`config.mk`:
```
export PLATFORM = sky130hd
export DESIGN_NAME = ttb_fifo
export DESIGN_NICKNAME = d
export VERILOG_FILES = /design/src/hw/rtl/ttb_pkg.sv /design/src/hw/rtl/ttb_fifo.sv
export SDC_FILE = /design/constraint.sdc
export NUM_CORES = 1
export LEC_CHECK = 0
export BUFFER_PORTS_ARGS = -buffer_cell sky130_fd_sc_hd__buf_2
export CAP_MARGIN = 20
export CORE_AREA = 4 4 279 281
export CTS_CLUSTER_SIZE = 14
export DETAILED_ROUTE_END_ITERATION = 12
export DIE_AREA = 0 0 283 285
export PLACE_DENSITY = 0.46
export SYNTH_ARGS = -nofsm -noshare
export SYNTH_HDL_FRONTEND = slang
export SYNTH_SLANG_ARGS = --single-unit
```
`constraint.sdc`:
```
create_clock -name clk -period 17.91 [get_ports clk]
set_clock_uncertainty 0.15 [all_clocks]
set_input_delay 3.582 -clock clk [delete_from_list [all_inputs] [get_ports clk]]
set_output_delay 3.582 -clock clk [all_outputs]
set_load 0.01 [all_outputs]
```
`src/hw/rtl/ttb_pkg.sv`:
```
// Shared types and constants for the triangle tangent basis block.
package ttb_pkg;

	localparam int unsigned UNIT_SHIFT = 14;
	localparam int unsigned MAG_BITS   = 30;
	localparam int unsigned EDGE_W     = 33;
	localparam int unsigned TEX_W      = 25;
	localparam int unsigned PROD_W     = EDGE_W + TEX_W;
	localparam int unsigned MAGV_W     = PROD_W;
	localparam int unsigned QUOT_W     = 15;
	localparam int unsigned REM_W      = 47;

	typedef struct packed {
		logic signed [31:0] pos_x;
		logic signed [31:0] pos_y;
		logic signed [31:0] pos_z;
		logic signed [23:0] tex_u;
		logic signed [23:0] tex_v;
	} vertex_t;

	typedef struct packed {
		logic signed [15:0] tangent_x;
		logic signed [15:0] tangent_y;
		logic signed [15:0] tangent_z;
		logic signed [15:0] bitangent_x;
		logic signed [15:0] bitangent_y;
		logic signed [15:0] bitangent_z;
		logic               uv_nondegenerate;
	} basis_t;

	typedef logic signed [EDGE_W-1:0] edge_t;
	typedef logic signed [TEX_W-1:0]  tdelta_t;

	// One closed triangle, reduced to edge and texture deltas
	typedef struct packed {
		edge_t [2:0] e1;
		edge_t [2:0] e2;
		tdelta_t     s1;
		tdelta_t     t1;
		tdelta_t     s2;
		tdelta_t     t2;
	} tri_t;

	typedef enum logic [3:0] {
		ST_IDLE,
		ST_DET_MUL,
		ST_DET_CHK,
		ST_VMUL,
		ST_VSUB,
		ST_SHIFT,
		ST_SQM,
		ST_SQA,
		ST_SQRT,
		ST_DIVI,
		ST_DIV,
		ST_DSTORE,
		ST_DONE
	} back_state_t;

	typedef struct packed {
		logic pop;
		logic load_out;
	} back_ctl_t;

endpackage

```
`src/hw/rtl/ttb_fifo.sv`:
```
// Short triangle queue between the front and back ends.
module ttb_fifo #(
	parameter int unsigned DEPTH = 2
) (
	input  logic          clk,
	input  logic          arst_n,
	input  logic          push,
	input  ttb_pkg::tri_t wdata,
	input  logic          pop,
	output ttb_pkg::tri_t rdata,
	output logic          full,
	output logic          empty
);
	import ttb_pkg::*;

	localparam int unsigned PW = (DEPTH > 1) ? $clog2(DEPTH) : 1;
	localparam int unsigned CW = $clog2(DEPTH + 1);

	tri_t          mem_q [DEPTH];
	logic [PW-1:0] wp_q;
	logic [PW-1:0] rp_q;
	logic [CW-1:0] cnt_q;

	assign full  = (cnt_q == CW'(DEPTH));
	assign empty = (cnt_q == '0);
	assign rdata = mem_q[rp_q];

	// Store incoming triangles
	always_ff @(posedge clk) begin
		if (push) mem_q[wp_q] <= wdata;
	end

	// Advance pointers and occupancy
	always_ff @(posedge clk or negedge arst_n) begin
		if (!arst_n) begin
			wp_q  <= '0;
			rp_q  <= '0;
			cnt_q <= '0;
		end else begin
			if (push) wp_q <= (wp_q == PW'(DEPTH - 1)) ? '0 : wp_q + 1'b1;
			if (pop)  rp_q <= (rp_q == PW'(DEPTH - 1)) ? '0 : rp_q + 1'b1;
			cnt_q <= cnt_q + CW'(push) - CW'(pop);
		end
	end

endmodule

```
==> key figures <==
GRT
  • GR Util All Layers: 12.9%
  • Largest net degree at the start of global routing: 142
  • Gr ovfl total: 0
  • Vias in the first global route: 11942
  • First-pass GRT wire length: 78.1 mm
  • Initial antenna violation count: 18

Clocking
  • Worst skew pair latency: 0.59 ns
  • Setup bufs post-CTS: 0
  • H-tree depth: 3
  • CTS Buffer Depth: 3
  • Num CTS Buffers: 69
  • # clock sinks: 600
  • Clk root buf: clkbuf_16
  • Cts hold-fix bufs: 0
  • PostCTS Resize Cnt: 0
  • CTS tree: yes
  • Clock transition at path regs: 0.06 ns

Critical path
  • Data required, critical path: 14.18 ns
  • Kind of critical path: flip-flop to primary output
  • Critical Path Source Type: flip-flop
  • Crit-path max FO: 59
  • Worst setup EP type: primary output
  • CP Data Arrival Time: 4.54 ns

STA
  • Final hold slack: 0.396 ns
  • RSZ-0062 raised after global routing: no
  • Pins Over Slew Limit: 0
  • Fin crit share: 46.2%
  • Setup tns final: 0 ns
  • Final Hold Fails: 0
  • Tmin final: 8.27 ns
  • F_max: 121 MHz
  • Worst slew pin tran: 1.05 ns
  • Setup-failing EPs final: 0
  • Relative slew margins: 30.2%
  • Final WS setup: 9.64 ns

Worst hold path
  • Worst Hold Class: flip-flop to flip-flop

Yosys
  • Yosys reg bits: 600
  • Ys Warns: 0
  • Count leader, synth: edfxtp_1
  • Mean post-synth cell area: 23.9 um2
  • Yosys top cell area share: 79.5%
  • Post-synth ARST share: 0.667%
  • Post-synthesis cell count: 942
  • Synth top cells by count: edfxtp_1 (596), mux2_4 (200), mux2_2 (98)
  • Post-Syn Nets: 1246
  • Yosys top cell by area: edfxtp_1
  • EDFF count, synth: 596
  • Sequential area share after synthesis: 80.0%
  • Post-synth cell types: 14
  • Ys flop type: edfxtp_1
  • Synth Cell Area: 22500 um2
  • Main area contributors after synthesis: edfxtp_1 (80%), mux2_4 (13%), mux2_2 (4.9%), buf_6 (1.1%), dfrtp_1 (0.44%)

Route
  • First-pass detailed-route iteration total: 4
  • DRT iter0 DRCs: 552
  • Detailed-route wire length: 53.7 mm
  • Residual DRC count: 0
  • Post-route ant nets: 0
  • Routed wire length per instance: 20.4 um
  • Via density: 4.23
  • Via count: 11157

Floorplan
  • Die height: 285 um
  • Top-Level Pins: 602
  • Die X: 283 um
  • Initial core utilization: 29.8%
  • Row cnt: 101
  • Core ar.: 75400 um2
  • Die area: 80700 um2

Placement
  • Final HPWL DP: 37.4 mm
  • Gp weighted congestion: 0.759
  • Port Buffers: 601
  • Post-Place Cells: 2500
  • Dpl ws: 10.18 ns

Outcome
  • Status: complete, no violations

Pwr
  • VDD IR max: 98.4 uV
  • Power density over the cells: 162 nW/um2
  • Static leakage: 0.0112 uW

Final layout
  • Final nets: 1898
  • Post-Route Utilization: 38.0%
  • Layout area overhead: 27.4%
  • Final-layout fill cell count: 7104
  • Final Instance Count excl. Fillers: 2635
  • Share of layout cells above drive strength 1: 61.1%

Flow run
  • Max Cap Violations: 0
## worst paths after layout
check	from	to	slack, ns	depth (start not counted)
worst max-delay path	rp_q	rdata[217]	9.64	5
worst min-delay path	wp_q	wp_q	0.40	1
worst max register to register	wp_q	mem_q[0][250]	14.40	3
worst min register to register	wp_q	wp_q	0.40	1
max in group asynchronous	arst_n	rp_q	14.80	1
min in group asynchronous	arst_n	cnt_q[0]	2.64	1
## layout by cell type, fill, tap and decap left out
cell	synthesis	routed
and2_4	0	1
nor2b_4	0	1
inv_1	2	2
inv_6	0	2
clkbuf_1	0	20
inv_16	0	3
nor2b_1	2	1
nor2_1	1	1
dfrtp_1	4	3
xor3_1	1	1
buf_16	0	1
ha_1	2	2
buf_4	2	11
xor2_1	2	2
mux2_2	98	98
buf_2	9	601
clkinvlp_4	0	2
clkinv_2	0	11
diode_2	0	9
clkbuf_16	0	70
clkinv_4	0	2
edfxtp_1	596	596
buf_12	0	1
clkinv_8	0	1
bufinv_16	0	1
mux2_4	200	200
clkinv_1	0	13
dfrtp_4	0	1
## state kept, by name (all words and copies together), names as in the netlist
register and count:
cnt_q 2, mem_q 596, rp_q 1, wp_q 1
## cell type report
cell class | instances | area, um2 | area share, %
diodes | 9 | 22.5 | 0.0785
clock buffers | 90 | 1830 | 6.37
clock inverters | 35 | 260 | 0.907
inverters | 2 | 7.51 | 0.0262
multi-input cells | 307 | 4210 | 14.7
flip-flops and latches | 600 | 18000 | 62.8
well taps | 978 | 1220 | 4.27
repair buffers | 614 | 3140 | 10.9
## power by group
group	internal, uW	switching, uW	leakage [uW]
combinational	666	732	0.00453
sequential	1870	75.4	0.00564
clock	743	552	0.00102
## per-stage QoR
stage	total power, uW	instance area, um2
3_3_place_gp	3400	26500
6_report	4630	28700
3_5_place_dp	3410	26500
2_1_floorplan	3010	22500
4_1_cts	4730	28600
5_1_grt	4880	28700
## worst max-delay path: stages (launching register included)
cell and delay [ns]:
dfrtp_4 0.76, buf_4 0.83, buf_4 0.85, buf_4 0.85, mux2_4 0.36, buf_2 0.14
## kinds of logic after synthesis
group | after synthesis | share of synthesized area (%)
xor gates and xnor gates | 3 | 0.183
adders and majority gates | 2 | 0.111
buffers and inverters | 35 | 1.40
DFF | 600 | 80.0
muxes | 298 | 18.2
and+or+nand+nor | 4 | 0.100
## routing by layer
| metal | global-route usage, % | share of wire [%] | up-vias |
|---|---|---|---|
| li1 | - | - | 5105 |
| met1 | 14.1 | 37 | 5525 |
| met2 | 21.7 | 50 | 404 |
| met3 | 6.34 | 10 | 101 |
| met4 | 4.54 | 2.5 | 22 |
| met5 | 0 | 0.27 | - |
(Power assumes the default switching activity.)
