### config.mk
export PLATFORM = sky130hd
export DESIGN_NAME = ttb_front
export DESIGN_NICKNAME = d
export VERILOG_FILES = /design/src/hw/rtl/ttb_pkg.sv /design/src/hw/rtl/ttb_front.sv
export SDC_FILE = /design/constraint.sdc
export NUM_CORES = 1
export LEC_CHECK = 0
export BUFFER_PORTS_ARGS = -buffer_cell sky130_fd_sc_hd__buf_2
export CORE_ASPECT_RATIO = 1.1
export CORE_MARGIN = 2
export CORE_UTILIZATION = 55
export DETAILED_ROUTE_END_ITERATION = 7
export MAX_ROUTING_LAYER = met4
export PLACE_DENSITY = 0.82
export SLEW_MARGIN = 30
export SYNTH_ARGS = -nofsm -noshare
export SYNTH_HDL_FRONTEND = slang
export SYNTH_SLANG_ARGS = --single-unit
### constraint.sdc
create_clock -name clk -period 5.4 [get_ports clk]
set_clock_uncertainty 0.05 [all_clocks]
set_input_delay 1.08 -clock clk [delete_from_list [all_inputs] [get_ports clk]]
set_output_delay 1.08 -clock clk [all_outputs]
set_load 0.02 [all_outputs]
### src/hw/rtl/ttb_pkg.sv
// Shared types and constants for the triangle tangent basis block.
package ttb_pkg;

	localparam int unsigned UNIT_SHIFT = 14;
	localparam int unsigned MAG_BITS   = 30;
	localparam int unsigned EDGE_W     = 33;
	localparam int unsigned TEX_W      = 25;
	localparam int unsigned PROD_W     = EDGE_W + TEX_W;
	localparam int unsigned MAGV_W     = PROD_W;
	localparam int unsigned QUOT_W     = 15;
	localparam int unsigned REM_W      = 47;

	typedef struct packed {
		logic signed [31:0] pos_x;
		logic signed [31:0] pos_y;
		logic signed [31:0] pos_z;
		logic signed [23:0] tex_u;
		logic signed [23:0] tex_v;
	} vertex_t;

	typedef struct packed {
		logic signed [15:0] tangent_x;
		logic signed [15:0] tangent_y;
		logic signed [15:0] tangent_z;
		logic signed [15:0] bitangent_x;
		logic signed [15:0] bitangent_y;
		logic signed [15:0] bitangent_z;
		logic               uv_nondegenerate;
	} basis_t;

	typedef logic signed [EDGE_W-1:0] edge_t;
	typedef logic signed [TEX_W-1:0]  tdelta_t;

	// One closed triangle, reduced to edge and texture deltas
	typedef struct packed {
		edge_t [2:0] e1;
		edge_t [2:0] e2;
		tdelta_t     s1;
		tdelta_t     t1;
		tdelta_t     s2;
		tdelta_t     t2;
	} tri_t;

	typedef enum logic [3:0] {
		ST_IDLE,
		ST_DET_MUL,
		ST_DET_CHK,
		ST_VMUL,
		ST_VSUB,
		ST_SHIFT,
		ST_SQM,
		ST_SQA,
		ST_SQRT,
		ST_DIVI,
		ST_DIV,
		ST_DSTORE,
		ST_DONE
	} back_state_t;

	typedef struct packed {
		logic pop;
		logic load_out;
	} back_ctl_t;

endpackage

### src/hw/rtl/ttb_front.sv
// Front end: collects vertices and forms edge and texture deltas per triangle.
module ttb_front (
	input  logic             clk,
	input  logic             arst_n,
	input  logic             vtx_valid,
	output logic             vtx_stall,
	input  ttb_pkg::vertex_t vtx,
	input  logic             q_full,
	output logic             q_push,
	output ttb_pkg::tri_t    q_data
);
	import ttb_pkg::*;

	logic [1:0]         count_q;
	logic signed [31:0] hp_q [6];
	logic signed [23:0] ht_q [4];
	logic               accept;

	// Stall only when the closing vertex has nowhere to go
	assign vtx_stall = (count_q == 2'd2) && q_full;
	assign accept    = vtx_valid && !vtx_stall;
	assign q_push    = accept && (count_q == 2'd2);

	// Count vertices of the current triangle
	always_ff @(posedge clk or negedge arst_n) begin
		if (!arst_n) begin
			count_q <= 2'd0;
		end else if (accept) begin
			count_q <= (count_q == 2'd2) ? 2'd0 : count_q + 2'd1;
		end
	end

	// Hold the first two vertices
	always_ff @(posedge clk or negedge arst_n) begin
		if (!arst_n) begin
			for (int i = 0; i < 6; i++) hp_q[i] <= '0;
			for (int i = 0; i < 4; i++) ht_q[i] <= '0;
		end else if (accept && count_q != 2'd2) begin
			if (count_q[0]) begin
				hp_q[3] <= vtx.pos_x;
				hp_q[4] <= vtx.pos_y;
				hp_q[5] <= vtx.pos_z;
				ht_q[2] <= vtx.tex_u;
				ht_q[3] <= vtx.tex_v;
			end else begin
				hp_q[0] <= vtx.pos_x;
				hp_q[1] <= vtx.pos_y;
				hp_q[2] <= vtx.pos_z;
				ht_q[0] <= vtx.tex_u;
				ht_q[1] <= vtx.tex_v;
			end
		end
	end

	// Form the deltas of the closing triangle
	always_comb begin
		logic signed [31:0] p3 [3];
		p3[0] = vtx.pos_x;
		p3[1] = vtx.pos_y;
		p3[2] = vtx.pos_z;
		for (int i = 0; i < 3; i++) begin
			q_data.e1[i] = EDGE_W'(hp_q[3+i]) - EDGE_W'(hp_q[i]);
			q_data.e2[i] = EDGE_W'(p3[i]) - EDGE_W'(hp_q[i]);
		end
		q_data.s1 = TEX_W'(ht_q[2]) - TEX_W'(ht_q[0]);
		q_data.t1 = TEX_W'(ht_q[3]) - TEX_W'(ht_q[1]);
		q_data.s2 = TEX_W'(vtx.tex_u) - TEX_W'(ht_q[0]);
		q_data.t2 = TEX_W'(vtx.tex_v) - TEX_W'(ht_q[1]);
	end

endmodule

==> results list, run 1 <==
- Via density per instance: 5.81
- The startpoint identified for the worst hold timing path is hp_q[0].
- Yosys mapped the design onto 77 distinct sky130hd cell types.
* Count of filler cells inserted in the layout: 3656
- Core Region: 44300 um^2
- The synthesized design contains 0 enable-type register cells.
- TritonCTS clock tree: built
- The worst setup path is launched from a primary input.
- Layout cells sized above 1: 0.211
- The total overflow left after global routing is 0.
* Area share of and/or/nand/nor cells after synthesis: 0.139
- Footprint of the multi-input gates: 16200 um^2
- FP Rows: 81
* Startpoint of the lowest-slack register-to-register path: count_q[0]
* Adder-cell share of the synthesized area: 0.155
- Worst-skew pair later-pin latency: 0.55 ns
- Initial core utilization: 0.556
- Summed over all failing endpoints, the final setup total negative slack is 0 ns.
- Mapped Cells: 2849
* Syn_nets: 3295
- Crit Path Class: primary input to output port
* Cts-stage hold buffer count: 0
- Setup repair after global routing left no endpoint under its margin.
* Slowest Stage Delay on Critical Path: 0.49 ns
* Port bufs: 447
- The via count of the first global-routing pass came to 21700.
* Number of nets in the layout: 3733
* Die width: 206 um
- In the layout the commonest cells are sky130_fd_sc_hd__buf_2 (446), sky130_fd_sc_hd__dfrtp_1 (290), sky130_fd_sc_hd__ha_1 (288).
- # clock sinks: 290
* Top cells by area in the synthesized netlist: sky130_fd_sc_hd__dfrtp_1 (29%), sky130_fd_sc_hd__ha_1 (15%), sky130_fd_sc_hd__mux2_2 (6.4%)
* Final core utilization: 0.653
- Flip-flop and latch count after synthesis: 290
* Endpoints failing setup: 0
- I/O pin count: 448
- Antenna violations before repair: 9
- 1st-pass router iterations: 7
* Root Buffer: sky130_fd_sc_hd__clkbuf_16
* Most used flip-flop cell after synthesis: sky130_fd_sc_hd__dfrtp_1
* Period minus WS final: 5.26 ns
- The final max-slew violation count came to 0.
- Final Cycle Share: 0.974
- After detailed routing, the number of remaining DRC violations is 0.
- Maximum level of the CTS H-tree: 2
- Async set-reset flop share out of synthesis: 1.00
* Post-synthesis average cell area: 8.64 um^2
* Main combinational cell family by area after synthesis: compound AO/OA/AOI/OAI gates
- Compound-cell area share of the yosys netlist: 0.216
- Summed over all instances, the cell type with the most area after synthesis is sky130_fd_sc_hd__dfrtp_1.
* Clock-pin transition on the worst setup and hold timing paths: 0.05 ns
- Maximum clock path buffer count: 3
- The worst setup path is captured at an output port.
- Leaving out fill and tap cells, the most frequent cell in the layout is sky130_fd_sc_hd__buf_2.
- Max-capacitance violation count: 0
- Derived from the worst setup path, the maximum achievable clock frequency is 190 MHz.
* Pin count of the biggest net entering global routing: 150
- Part of the Yosys area used for sequential elements: 0.295
- The floorplan step set the die height to 226 um.
* Final Wtd Congestion: 0.951
- In this run, CTS created clock tree buffers numbering 37.
* Vias after detailed routing: 22700
- Register area: 7260 um^2
* First-iteration detailed-routing DRC count: 1324
- Total routing usage reported by global routing: 0.298
* Outcome: finished clean
- The floorplan step defined a die boundary enclosing 46500 um^2.
* Total half-perimeter wirelength after legalization and detailed placement: 53000 um
- Average routed wire per standard cell: 17.6 um
- The final layout contains routed wiring with a total length of 68800 um.
* Tightest Hold Check Type: flop to flop
- WP data arrival: 4.13 ns
- The largest individual stage delay along the critical path comes from the cell sky130_fd_sc_hd__or4_1.
- Most used cell along the critical path: sky130_fd_sc_hd__buf_2
* Yosys synthesis warning count: 0
* Area fraction of the dominant cell type after synthesis: 0.295
- Global-route wire length before repair: 109000 um
* Post-DRT Antenna Nets: 0
* Pin slew with the least headroom to its limit: 0.864 ns
- Worst Path Max Fanout: 5
* Cell area after technology mapping: 24600 um^2
- Of the post-synthesis cell area, the part taken by muxes is 0.0649.
* Worst EP required: 4.27 ns
- Measured against its own limit, the worst slew margin works out to 0.424.
* Area grow syn2layout: 17.4%
- Worst hold slack: 0.423 ns
- Number of hold-slack violations in the final timing report: 0
* Post-Synth XOR/XNOR Area: 0.0822
- Tracing the worst setup path back leads to its startpoint at vtx[52].
- Walking the worst path, the cells encountered are buf_2 -> ha_1 -> a21o_1 -> or3_1 -> o221a_1 -> a221o_2 -> o211ai_2 -> nand4b_2 -> a31oi_4 -> nor4b_1 -> or4_1 -> buf_2.
cell usage after synthesis (15+ instances only):
library cell / number
sky130_fd_sc_hd__a21o_1: 124
sky130_fd_sc_hd__a21oi_1: 199
sky130_fd_sc_hd__a31oi_1: 29
sky130_fd_sc_hd__and3_1: 32
sky130_fd_sc_hd__clkbuf_1: 68
sky130_fd_sc_hd__dfrtp_1: 290
sky130_fd_sc_hd__ha_1: 288
sky130_fd_sc_hd__inv_1: 252
sky130_fd_sc_hd__mux2_2: 140
sky130_fd_sc_hd__nand2_1: 251
sky130_fd_sc_hd__nand2b_1: 43
sky130_fd_sc_hd__nand3_1: 52
sky130_fd_sc_hd__nand4_1: 15
sky130_fd_sc_hd__nor2_1: 158
sky130_fd_sc_hd__nor2b_1: 46
sky130_fd_sc_hd__nor3_1: 39
sky130_fd_sc_hd__o211ai_1: 19
sky130_fd_sc_hd__o21a_1: 38
sky130_fd_sc_hd__o21ai_0: 286
sky130_fd_sc_hd__o21bai_1: 22
sky130_fd_sc_hd__o31ai_1: 15
sky130_fd_sc_hd__xnor2_1: 161
sky130_fd_sc_hd__xor2_1: 70
kinds of logic after synthesis:
kind of cell	Yosys count
AOI/OAI and AO/OA	852
DFF	290
muxes	142
buffers and inverters	320
xor gates and xnor gates	231
adders and majority gates	298
and+or+nand+nor	716
final cells by class:
class	count	share of cell area
multi-input combinational	2239	0.560
sequential	290	0.251
timing repair buffer	467	0.0847
clock buffer	56	0.0391
inverter	252	0.0327
tap	581	0.0252
clock inverter	10	0.00636
antenna	11	0.000952
critical path, delay by kind of cell:
kind            cells  cell delay, ns
compound gates      5            1.29
fa+ha+maj           1            0.36
buf+inv             2            0.29
simple gates        4            1.11
path summary, 6_finish.rpt:
kind / end / slack, ns / depth (start not counted)
setup / recovery: q_data[197] / 0.14 / 12
hold / removal: hp_q[0] / 0.42 / 2
setup reg to reg: hp_q[57] / 3.25 / 3
hold reg to reg: hp_q[0] / 0.42 / 2
max in group asynchronous: hp_q[53] / 3.75 / 2
min in group asynchronous: ht_q[33] / 0.49 / 1
per-stage QoR:
step	setup WS, ns	std cells	instance area (um^2)
2_1_floorplan	0.546	2849	24600
3_3_place_gp	0.233	3829	27500
3_5_place_dp	0.189	3829	27500
4_1_cts	0.160	3895	28900
5_1_grt	0.00224	3904	28900
6_report	0.141	3906	28900
metal layers:
layer  GRT usage  vias to the layer above  routed length, um  share of wire
met5           -                        -                  0              0
met4       0.112                        0               2710          0.039
met1       0.371                    10700              29100           0.42
li1            -                    11000                  -              -
met2       0.487                      764              32600           0.47
met3      0.0476                      173               4290          0.062
state kept, by name, indices dropped and copies added, names as in the netlist:
| name | flops |
|---|---|
| count_q | 2 |
| hp_q | 192 |
| ht_q | 96 |
timing repair:
action,CTS,global route
setup buffers,0,0
gates resized for setup,0,5
endpoints found under the setup margin,0,8
Power of run 1 is not shown: default switching activity piles up to over one toggle a cycle in this logic, so the estimate is an artifact.
==> run 2, diff against run 1 <==
==> constraint.sdc (replaced) <==
create_clock -name clk -period 5.4 [get_ports clk]
set_clock_uncertainty 0.05 [all_clocks]
set_input_delay 1.62 -clock clk [delete_from_list [all_inputs] [get_ports clk]]
set_output_delay 1.62 -clock clk [all_outputs]
set_load 0.02 [all_outputs]
==> run 2 against run 1 <==
  * Worst hold slack better by 0.0052 ns
  * Fmax fell by 14%
  * Critical endpoint unchanged
  * Global-route usage up 6.0 points
  * Critical path depth unchanged
  * The run now ends with negative setup slack left
  * Largest cell class unchanged
  * Highest routed layer unchanged
  * Count of clock-buffer cells in the layout is 3 lower
  * First-iteration DRC count up 44%
==> results list, run 2 (synthesis gave the netlist of run 1 again) <==
- Core Region: 44300 um^2
- Register area: 7260 um^2
- Final Wtd Congestion: 0.979
- Vias after detailed routing: 25600
- Number of nets in the layout: 4091
* Pin slew with the least headroom to its limit: 0.705 ns
- The signal on the critical path passes through buf_8 -> ha_4 -> a21o_1 -> or3_4 -> o221a_4 -> a221o_2 -> o211ai_4 -> nand4b_4 -> a31oi_4 -> nor4b_2 -> or4_4 -> buf_6.
* Maximum level of the CTS H-tree: 2
- The flow ran to the end, but the final reports show violations.
* TritonCTS buffer count: 36
* Period minus WS final: 6.08 ns
- Dividing the final minimum period by the clock period gives 1.13.
- Average routed wire per standard cell: 20.6 um
- Final Routed Wirelength: 87800 um
- Counting both buffers and inverters, the worst setup path holds a total of 2.
* Slowest Stage Delay on Critical Path: 0.51 ns
- Area grow syn2layout: 39.9%
- RSZ-0062 raised after global routing: yes
* Cell area after layout: 34400 um^2
- In the routed layout, each cell is associated on average with a via count of 6.00.
* Achievable clock frequency: 164 MHz
- CP top delay family: compound AO/OA/AOI/OAI gates
- The longest clock path from root to sink contains 3 buffers.
* Detailed-route DRC error count: 0
- For this design, the slowest cell found on the critical path is sky130_fd_sc_hd__or4_4.
- The cell sitting at the root of the clock tree is a sky130_fd_sc_hd__clkbuf_16.
- Count of filler cells inserted in the layout: 2855
* 1st-pass router iterations: 5
- Overall overflow remaining after global route: 0
- Initial core utilization: 0.556
- The clock reaches the later pin of the worst-skew pair after 0.58 ns.
- Pin placement for this block handled 448 I/O pins.
- The first global-routing pass estimated 128000 um of wire.
* TritonCTS clock tree: built
- Clock-pin slew was measured on the worst setup and hold paths at 0.05 ns.
- Most used cells in the layout excluding fill and tap cells: sky130_fd_sc_hd__buf_4 (401), sky130_fd_sc_hd__buf_2 (338), sky130_fd_sc_hd__dfrtp_1 (287)
- Pins over their slew limit: 0
- Tightest Hold Check Type: flop to flop
- The via count of the first global-routing pass was 25300.
- STA puts the critical path data arrival time at 4.41 ns.
- Total routing usage reported by global routing: 0.358
* Max-capacitance violation count: 0
- Buffers placed on the I/O ports in this run total 447.
- Violations in the final reports: negative setup slack
* Final core utilization: 0.777
- The library cell used most frequently in the layout, excluding fill and tap cells, is sky130_fd_sc_hd__buf_4.
* Total half-perimeter wirelength after legalization and detailed placement: 62800 um
- In this run the tightest slew margin relative to its limit is 0.525.
- Chip height: 226 um
- FP Rows: 81
- The register with the most flip-flops in the final layout is hp_q.
* Post-DRT Antenna Nets: 0
* Critical path capture point type: output port
- # clock sinks: 290
- The register with the most flip-flops in the layout has 192 of them.
- Of the cells placed in the final design, the portion with a size suffix greater than 1 is 0.366.
- Setup violations remaining at the end of the flow were counted as 76.
- For the worst setup path, the data required time is 3.73 ns.
- First-iteration detailed-routing DRC count: 1906
- Setup slack on the critical path of the routed design comes to -0.681 ns.
- The floorplan step defined a die boundary enclosing 46500 um^2.
- Summing all placed instances gives a cell area of 30000 um^2.
* Pin count of the biggest net entering global routing: 122
- Crit Path Class: primary input to output port
- Largest registers: hp_q: 192 flops, ht_q: 96 flops, count_q: 2 flops
- Footprint of the multi-input gates: 18400 um^2
* Number of hold-slack violations in the final timing report: 0
- The number of antenna violations at the first check in global routing came to 14.
- STA classifies the critical path startpoint as a primary input.
- Die width: 206 um
- Along the worst path, the maximum fanout reaches 2.
## run 2: worst register-to-register path: cells and delay by family, from the launching register on
kind / cells / cell delay (ns)
buffers and inverters: 1 / 0.63
flip-flops: 1 / 0.45
multiplexers: 1 / 0.41
AND/OR/NAND/NOR: 1 / 0.56
## run 2: area by class of cell
cell class                 count  share of cell area
tap                          581              0.0211
sequential                   290               0.211
multi-input combinational   2239               0.534
inverter                     252              0.0281
timing repair buffer         826               0.168
antenna                       17             0.00124
clock inverter                11             0.00469
clock buffer                  53              0.0316
## run 2: timing repair
item,4_1_cts,5_1_grt
hold buffers,0,0
pin swaps,156,139
resized for setup,346,227
buffers inserted,65,48
endpoints found under the setup margin,113,127
## run 2: path summary, 6_finish.rpt
check	depth (start not counted)	to	startpoint	slack, ns
worst min-delay path	2	hp_q[32]	hp_q[32]	0.43
worst min register to register	2	hp_q[32]	hp_q[32]	0.43
worst max register to register	3	hp_q[160]	count_q[0]	3.20
max in group asynchronous	3	ht_q[49]	arst_n	3.27
min in group asynchronous	1	hp_q[74]	arst_n	0.86
worst max-delay path	12	q_data[197]	vtx[52]	-0.68
## run 2: layer usage
layer  vias up  GRT usage  wire length (um)
li1      11700          -                 -
met1     12300      0.392             32600
met2      1166      0.615             43000
met3       385     0.0758              6670
met4         0      0.178              5400
met5         -          -                 0
## run 2: metrics by stage
step	instances	hold WS, ns	TNS [ns]	worst slack (ns)
after floorplan	2849	0.400	-1.77	-0.450
after global placement	4102	0.411	-25.96	-0.792
after detailed placement	4102	0.421	-29.48	-0.834
after CTS	4219	0.434	-16.11	-0.681
after global routing	4266	0.467	-24.07	-0.726
final	4269	0.429	-18.59	-0.681
Power of run 2 is left out for the same reason.
==> run 3, diff against run 2 <==
--- a/config.mk
+++ b/config.mk
@@ -6,7 +6,7 @@
 export NUM_CORES = 1
 export LEC_CHECK = 0
 export BUFFER_PORTS_ARGS = -buffer_cell sky130_fd_sc_hd__buf_2
-export CORE_ASPECT_RATIO = 1.1
+export CORE_ASPECT_RATIO = 0.7
 export CORE_MARGIN = 2
 export CORE_UTILIZATION = 55
 export DETAILED_ROUTE_END_ITERATION = 7
==> run 3 against run 2 <==
  * The run still ends with negative setup slack left
  * Fmax down 0.63%
  * First-iteration DRC count up 15%
  * Critical path depth unchanged
==> results list, run 3 (synthesis gave the netlist of run 1 again) <==
- In the layout the commonest cells are sky130_fd_sc_hd__buf_4 (396), sky130_fd_sc_hd__buf_2 (337), sky130_fd_sc_hd__dfrtp_1 (288).
- Critical path capture point type: output port
* Number of cells on the worst hold path: 2
* TritonCTS buffer count: 34
- Subtracting the final worst setup slack from the clock period gives 6.12 ns.
* Chip height: 181 um
* Commonest non-fill, non-tap cell in the layout: sky130_fd_sc_hd__buf_4
- In this run the deepest clock path goes through 3 buffers.
- For the pin with the worst max-slew slack, the measured transition is 0.721 ns.
- Die width: 257 um
- Of all nets on the critical path, the largest fanout is 2.
* Area grow syn2layout: 38.6%
* WP data arrival: 4.45 ns
- Element type at the critical path start: primary input
- Worst hold slack: 0.431 ns
- At the later pin of the worst-skew pair, clock insertion delay measures 0.53 ns.
- Launch point of the worst path: vtx[52]
* Final Wtd Congestion: 1.01
- Smallest setup slack after layout: -0.720 ns
- In the global route stage, met2 resource usage came out at 0.565.
- For met1 alone, demand over resource in global routing was 0.450.
- The hold violation count in the final report is 0.
- Global-route wire length before repair: 131000 um
- Maximum level of the CTS H-tree: 2
- After detailed routing, the number of remaining DRC violations is 0.
- The path class of the tightest hold or removal check is flop to flop.
- The final reports fail on negative setup slack.
* Outcome: finished, violations left
* Clock-pin transition on the worst setup and hold timing paths: 0.06 ns
* Layout cells sized above 1: 0.361
- Root Buffer: sky130_fd_sc_hd__clkbuf_16
* Count of filler cells inserted in the layout: 2862
* Via count of the first global-routing pass: 24800
* Number of nets in the layout: 4084
- The register with the most flip-flops in the final layout is hp_q.
- The final max-slew violation count came to 0.
- The floorplan step defined a die boundary enclosing 46500 um^2.
* Fin Setup TNS: -16.65 ns
* Via density per instance: 5.97
- Based on the critical path, the design can be clocked at up to 163 MHz.
- The critical path is of the primary input to output port type.
- Pin count of the biggest net entering global routing: 106
- Largest registers: hp_q: 192 flops, ht_q: 96 flops, count_q: 2 flops
* Antenna violations before repair: 17
- Summing all non-filler instances in the final layout gives an area of 34100 um^2.
- For this design the top-level I/O count stands at 448.
- For this run, the share of the core covered by cells in the final layout is 0.777.
* Port bufs: 447
- The final layout contains routed wiring with a total length of 85300 um.
- # clock sinks: 290
- For this run, global-route usage on met3 was measured as 0.0578.
- Post-DRT Antenna Nets: 0
- The region available for standard cell placement spans 43900 um^2.
* Final Cycle Share: 1.13
- Endpoints failing setup: 62
* Largest register FFs: 192
* R2R cell count: 5
* Most used routing layer in global routing: met2
- Total half-perimeter wirelength after legalization and detailed placement: 60900 um
* Max-capacitance violation count: 0
- Slew margin rel.: 0.507
* Worst EP required: 3.73 ns
* Startpoint of the lowest-slack register-to-register path: count_q[0]
* Vias after detailed routing: 25500
- First-iteration detailed-routing DRC count: 2195
- 1st-pass router iterations: 6
- TritonCTS clock tree: built
- FP Rows: 64
- Setup repair after global routing could not meet its margin everywhere.
- For this configuration, the core starts out at a cell density of 0.561.
- Total routing usage reported by global routing: 0.357
* Min-delay src: ht_q[0]
- Average routed wire per standard cell: 20.0 um
- Post-place instance area: 30000 um^2
* Overall overflow remaining after global route: 0
==> run 3: cell count changes in the layout (fill, tap and decap cells not counted), sizes merged <==
cell and change:
clkinv -3, inv -1, clkinvlp -2, diode +1, buf -5, clkbuf -1
==> run 3: critical path, cell delays in order <==
cell,delay (ns)
sky130_fd_sc_hd__buf_8,0.10
sky130_fd_sc_hd__ha_4,0.21
sky130_fd_sc_hd__a21o_1,0.17
sky130_fd_sc_hd__or3_4,0.38
sky130_fd_sc_hd__o221a_4,0.24
sky130_fd_sc_hd__a221o_2,0.41
sky130_fd_sc_hd__o211ai_4,0.23
sky130_fd_sc_hd__nand4b_4,0.15
sky130_fd_sc_hd__a31oi_4,0.21
sky130_fd_sc_hd__nor4b_2,0.08
sky130_fd_sc_hd__or4_4,0.51
sky130_fd_sc_hd__buf_6,0.15
==> run 3: path summary, 6_finish.rpt <==
path                               end  slack (ns)
max                        q_data[197]       -0.72
min                            ht_q[0]        0.43
max reg2reg                   ht_q[61]        3.13
min reg2reg                    ht_q[0]        0.43
max in group asynchronous    hp_q[157]        3.16
min in group asynchronous    hp_q[172]        1.04
==> run 3: repair_timing <==
action / in CTS / in global routing
gates cloned: 0 / 0
gates resized for setup: 347 / 195
buffers inserted: 63 / 47
pin swaps: 154 / 150
hold buffers: 0 / 0
setup endpoints to repair: 115 / 125
==> run 3: metrics by stage <==
step                cells  setup slack [ns]
floorplan            2849            -0.450
global placement     4108            -0.820
detailed placement   4108            -0.865
CTS                  4220            -0.709
global route         4268            -0.792
finish               4271            -0.720
==> run 3: layout make-up <==
class / count / area (um^2) / share of cell area
Clock buffer: 52 / 1040 / 0.0305
Inverter: 252 / 963 / 0.0282
Tap cell: 594 / 743 / 0.0218
Timing Repair Buffer: 821 / 5750 / 0.169
Multi-Input combinational cell: 2239 / 18200 / 0.534
Clock inverter: 5 / 104 / 0.00304
Antenna cell: 18 / 45.0 / 0.00132
Sequential cell: 290 / 7260 / 0.213
==> run 3: per-layer routing <==
layer | vias to the layer above | wire [um]
met3 | 321 | 5990
met1 | 12300 | 35000
met5 | - | 0
met2 | 1149 | 39400
met4 | 0 | 4850
li1 | 11700 | -
Power of run 3 is left out for the same reason.
